===== src/sv/multichannel_window_fir_assert.svh =====
// Assertion macros for the multichannel window FIR.
// Needs clk_i and rst_ni in the scope of the module that uses them.
`ifndef MULTICHANNEL_WINDOW_FIR_ASSERT_SVH
`define MULTICHANNEL_WINDOW_FIR_ASSERT_SVH
`ifndef SYNTHESIS
`define MWF_ASSERT_IMPL(lbl, ante, cons) \
  lbl: assert property (@(posedge clk_i) disable iff (!rst_ni) (ante) |-> (cons)) \
    else $error("assertion failed");
`define MWF_ASSERT_NEXT(lbl, ante, cons) \
  lbl: assert property (@(posedge clk_i) disable iff (!rst_ni) (ante) |=> (cons)) \
    else $error("assertion failed");
`else
`define MWF_ASSERT_IMPL(lbl, ante, cons)
`define MWF_ASSERT_NEXT(lbl, ante, cons)
`endif
`endif


===== src/sv/mwfir_pkg.sv =====
// Shared types and constants of the multichannel window FIR.
// No dependencies.
package mwfir_pkg;

  localparam int unsigned CMD_W       = 2;
  localparam int unsigned TAP_IDX_W   = 8;
  localparam int unsigned TAP_VAL_W   = 15;
  localparam int unsigned CHAN_W      = 3;
  localparam int unsigned SAMPLE_W    = 16;
  localparam int unsigned RESULT_W    = 32;
  localparam int unsigned TAP_CNT_W   = 9;
  localparam int unsigned PROD_W      = 32;
  localparam int unsigned FRAC_BITS   = 14;

  typedef enum logic [CMD_W-1:0] {
    CMD_LOAD   = 2'd0,
    CMD_SAMPLE = 2'd1,
    CMD_CLEAR  = 2'd2
  } cmd_e;

  typedef enum logic [2:0] {
    ST_INIT,
    ST_IDLE,
    ST_RUN,
    ST_DRAIN,
    ST_EMIT
  } fsm_e;

  // Control that travels with each memory read into the MAC.
  typedef struct packed {
    logic start;  // clear the accumulator
    logic valid;  // a read was issued this cycle
    logic ok;     // history word holds a sample of the current record
    logic last;   // final tap of the sum
  } mac_ctl_t;

endpackage


===== src/sv/mwfir_mac.sv =====
// Multiply-accumulate unit: one tap times one history word per cycle,
// then floor shift and 32-bit saturation. Depends on mwfir_pkg.
module mwfir_mac
  import mwfir_pkg::*;
#(
  parameter int unsigned MAX_TAPS = 256
) (
  input  logic                       clk_i,
  input  logic                       rst_ni,
  input  mac_ctl_t                   ctl_i,
  input  logic [TAP_VAL_W-1:0]       tap_i,
  input  logic signed [SAMPLE_W-1:0] hist_i,
  output logic                       done_o,
  output logic [RESULT_W-1:0]        result_o
);

  localparam int unsigned TAP_W = $clog2(MAX_TAPS);
  localparam int unsigned ACC_W = PROD_W + TAP_W + 1;

  mac_ctl_t                  ctl_q;
  logic signed [PROD_W-1:0]  prod_raw;
  logic signed [PROD_W-1:0]  prod_d, prod_q;
  logic                      pvalid_q, plast_q;
  logic signed [ACC_W-1:0]   acc_q;
  logic                      done_q;
  logic signed [ACC_W-1:0]   shifted;
  logic [ACC_W-RESULT_W:0]   upper;

  // Align the control with the registered memory data.
  always_ff @(posedge clk_i or negedge rst_ni) begin
    if (!rst_ni) begin
      ctl_q    <= '0;
      pvalid_q <= 1'b0;
      plast_q  <= 1'b0;
      done_q   <= 1'b0;
    end else begin
      ctl_q    <= ctl_i;
      pvalid_q <= ctl_q.valid;
      plast_q  <= ctl_q.valid & ctl_q.last;
      done_q   <= pvalid_q & plast_q;
    end
  end

  // Keep the product in a signed context of its own.
  assign prod_raw = $signed({1'b0, tap_i}) * hist_i;

  // Drop words outside the current record: they count as zero.
  assign prod_d = ctl_q.ok ? prod_raw : '0;

  always_ff @(posedge clk_i) begin
    prod_q <= prod_d;
  end

  always_ff @(posedge clk_i) begin
    if (ctl_i.start) begin
      acc_q <= '0;
    end else if (pvalid_q) begin
      acc_q <= acc_q + {{(ACC_W-PROD_W){prod_q[PROD_W-1]}}, prod_q};
    end
  end

  assign shifted = acc_q >>> FRAC_BITS;
  assign upper   = shifted[ACC_W-1:RESULT_W-1];

  always_comb begin
    if (upper == '0 || upper == '1) begin
      result_o = shifted[RESULT_W-1:0];
    end else if (shifted[ACC_W-1]) begin
      result_o = {1'b1, {(RESULT_W-1){1'b0}}};
    end else begin
      result_o = {1'b0, {(RESULT_W-1){1'b1}}};
    end
  end

  assign done_o = done_q;

endmodule


===== config.mk =====
export PLATFORM = sky130hd
export DESIGN_NAME = mwfir_mac
export DESIGN_NICKNAME = d
export VERILOG_FILES = /design/src/sv/multichannel_window_fir_assert.svh /design/src/sv/mwfir_pkg.sv /design/src/sv/mwfir_mac.sv
export SDC_FILE = /design/constraint.sdc
export NUM_CORES = 1
export LEC_CHECK = 0
export BUFFER_PORTS_ARGS = -buffer_cell sky130_fd_sc_hd__buf_4
export CAP_MARGIN = 10
export CELL_PAD_IN_SITES_DETAIL_PLACEMENT = 1
export CELL_PAD_IN_SITES_GLOBAL_PLACEMENT = 2
export CORE_UTILIZATION = 36
export DETAILED_ROUTE_END_ITERATION = 10
export PLACE_DENSITY = 0.87
export SYNTH_ARGS = -nofsm -noshare
export SYNTH_HDL_FRONTEND = slang
export SYNTH_SLANG_ARGS = --single-unit

===== constraint.sdc =====
create_clock -name clk_i -period 3.07 [get_ports clk_i]
set_input_delay 0.4605 -clock clk_i [delete_from_list [all_inputs] [get_ports clk_i]]
set_output_delay 0.4605 -clock clk_i [all_outputs]
set_load 0.1 [all_outputs]

==> results.py <==
metrics = {
    "finish": {
        "filler_cell_count": 4423,
        "most-common-layout-cells": "243 x inv_1, 220 x buf_4, 191 x nand2_1",
        "diodes": 0,
        "fin_cells": 2350,
        "postLayoutCoreUtil_pct": 46.4,
        "mostFrequentLayoutCell": "inv_1",
        "syn2layout_area_growth_pct": 25.6,
        "final_cell_area_um2": 17100,
        "nets": 2220,
        "final_layout_size_suffix_gt1_share_pct": 25.7,
    },
    "timing": {
        "final-hold-violation-count": 0,
        "grt_setup_unrepaired": "true",
        "clock_skew_ns": 0.00453,
        "fmaxAchievable_mhz": 178,
        "setup_slack_ns": -2.54,
        "slew_viol_final": 0,
        "min_period_ns": 5.61,
        "worst_pin_slew_ns": 0.713,
        "finalSetupViolations": 27,
        "timing.max_slew.rel_slack_pct": 52.3,
        "period_share_pct": 183,
        "holdWs_ns": 0.213,
    },
    "logic_synthesis": {
        "number_of_storage_elements_in_the_synthesis_netlist": 79,
        "share_of_synthesized_registers_carrying_an_async_set_or_reset_pct": 7.59,
        "seq_area_frac_synth_pct": 11.8,
        "postSynthCellCount": 1651,
        "postSynthNetCount": 2030,
        "synth_cell_type_count": 66,
        "post_synth_instance_area_um2": 13700,
        "synth-warning-count": 0,
        "synth_edf_count": 0,
        "syn-mean-instance-area_um2": 8.27,
        "yosys_most_used_dff": "dfxtp_1",
    },
    "grt": {
        "gr-usage-all-layers_pct": 21.7,
        "grt_remaining_overflow": 0,
        "first_global_vias": 13400,
        "grt_antenna_before_repair": 0,
        "grt_start_max_net_pins": 47,
        "grt_first_pass_wirelength_um": 67700,
    },
    "place": {
        "place_congestion": 0.870,
        "place_area_um2": 16000,
        "dpl.hpwl_um": 34400,
        "port-buffer-count": 69,
        "placed_instance_count": 2302,
    },
    "floorplan": {
        "core.rowCount": 70,
        "design.core.area_um2": 37000,
        "initial_core_util_pct": 37.0,
        "top_level_ports": 70,
        "design.die.area_um2": 38700,
        "dieWidth_um": 197,
        "die_height_um": 197,
    },
    "critical_path": {
        "path_class": "input pin to register",
        "regToRegEndpoint": "acc_q[37]$_SDFFE_PP0P_",
        "worst-endpoint-required_ns": 3.31,
        "worst_setup_path_end_kind": "register",
        "timing.rr.start": "acc_q[11]$_SDFFE_PP0P_",
        "timing.critical_path.cells": "buf_6, and2_4, fa_1, inv_2, fa_1, inv_2, fa_1, fa_1, fa_1, inv_2, fa_1, inv_2, ha_4, a21o_1, a21oi_2, or4b_4, o21a_1, a31o_2, a211oi_2, nor3_2",
        "critical_path_arrival_ns": 5.85,
        "critical_path.most_common_cell": "fa_1",
        "critPathMaxStageDelay_ns": 0.56,
        "timing.critical_path.from_type": "input pin",
        "crit_path_max_fanout": 3,
        "rrSetupSlack_ns": 0.13,
        "ff2ff_path_depth": 9,
        "worstSetupEndpoint": "prod_q[22]$_SDFF_PN0_",
        "crit_slowest_cell": "fa_1",
        "setup.worst_path.start": "hist_i[11]",
    },
    "routing": {
        "drt_iter0_drc": 423,
        "route.detailed.wl_per_inst_um": 17.6,
        "firstDrtPassIters": 6,
        "vias_per_std_cell": 5.07,
        "routed-via-count": 11900,
        "ant_nets": 0,
        "totalWireLength_um": 41400,
        "drt_drc_violations_left": 0,
    },
    "clock_network": {
        "longest_clk_path_bufs": 2,
        "cts_max_level": 3,
        "cts-root-buf": "clkbuf_16",
        "clock-sinks": 79,
        "cts_made_buffers": 9,
        "cts_tree": "built",
        "path_clk_slew_ns": 0.06,
        "clk_lat_worst_skew_ns": 0.35,
    },
    "outcome": {
        "failed_checks": "setup timing",
        "outcome": "complete, but fails checks",
    },
    "worst_hold_path": {
        "min_path_type": "input pin to register",
    },
    "flow_run": {
        "maxCapViolCount": 0,
    },
}
## worst max-delay path, delay by kind of cell
kind | cells | cell delay (ns)
buffers and inverters | 5 | 0.28
AO/OA/AOI/OAI | 5 | 1.02
AND/OR/NAND/NOR | 3 | 0.71
adder cells (fa/ha/maj) | 7 | 3.36
## cell usage after synthesis, types with 24 or more instances
library cell  count  area share [%]
dfxtp_1          73              11
nor2_1           77             2.1
xnor2_1          24             1.5
fa_1            181              27
inv_1           278             7.6
a21o_1           41             2.3
ha_1            161              15
a21oi_1          84             3.1
clkbuf_1         50             1.4
nand2_1         208             5.7
nor3_1           31             1.1
buf_4            34             1.9
o21ai_0          40             1.5
and2_1          105             4.8
## worst min path at each step
stage | endpoint | startpoint | depth (start not counted) | slack, ns
after floorplan | ctl_q[0]$_DFF_PN0_ | rst_ni | 0 | 0.16
after global placement | done_o$_DFF_PN0_ | rst_ni | 1 | 0.27
after detailed placement | done_o$_DFF_PN0_ | rst_ni | 1 | 0.27
after CTS | ctl_q[2]$_DFF_PN0_ | ctl_i[2] | 1 | 0.20
after global routing | ctl_q[1]$_DFF_PN0_ | ctl_i[1] | 1 | 0.20
final | ctl_q[1]$_DFF_PN0_ | ctl_i[1] | 1 | 0.21
## kinds of logic after synthesis
group                    after synthesis  share of synthesized area [%]
AND/OR/NAND/NOR                      535                           19.1
buffers and inverters                376                           11.6
adder cells (fa/ha/maj)              342                           41.3
AO/OA/AOI/OAI                        266                           12.6
flip-flops                            79                           11.8
XOR/XNOR                              38                           2.44
multiplexers                          15                           1.11
## sequential cells by signal, indices dropped and copies added, names as in the netlist
name / cells
prod_q: 32
plast_q: 1
acc_q: 41
ctl_q: 3
done_o: 1
pvalid_q: 1
## per-stage QoR
stage	setup TNS, ns	worst slack [ns]
6_report	-50.78	-2.54
5_1_grt	-55.13	-2.70
4_1_cts	-50.47	-2.52
3_5_place_dp	-63.20	-2.96
3_3_place_gp	-60.06	-2.81
2_1_floorplan	-47.84	-2.54
## what timing repair did
item / 4_1_cts / 5_1_grt
hold buffers: 1 / 0
gates cloned: 0 / 0
hold endpoints to repair: 6 / 0
endpoints found under the setup margin: 29 / 34
buffers inserted: 22 / 14
gates resized for setup: 74 / 92
pin swaps: 70 / 67
## layout make-up
type	instances	area (µm²)	share of cell area [%]
Multi-Input combinational cell	1196	11200	65.3
Timing Repair Buffer	275	2340	13.7
Sequential cell	79	1610	9.40
Inverter	280	1060	6.16
Tap cell	504	631	3.68
Clock buffer	9	225	1.31
Clock inverter	7	77.6	0.452
## metal layers
| layer | share of wire (%) | track usage, % |
|---|---|---|
| met1 | 44 | 27.2 |
| met2 | 51 | 40.2 |
| met3 | 2.4 | 1.68 |
| met4 | 1.8 | 4.82 |
| met5 | 0 | 0 |
Power is left out: the tool's default activity adds up to more than one toggle a clock period on the data nets, which glitch-free logic cannot reach.
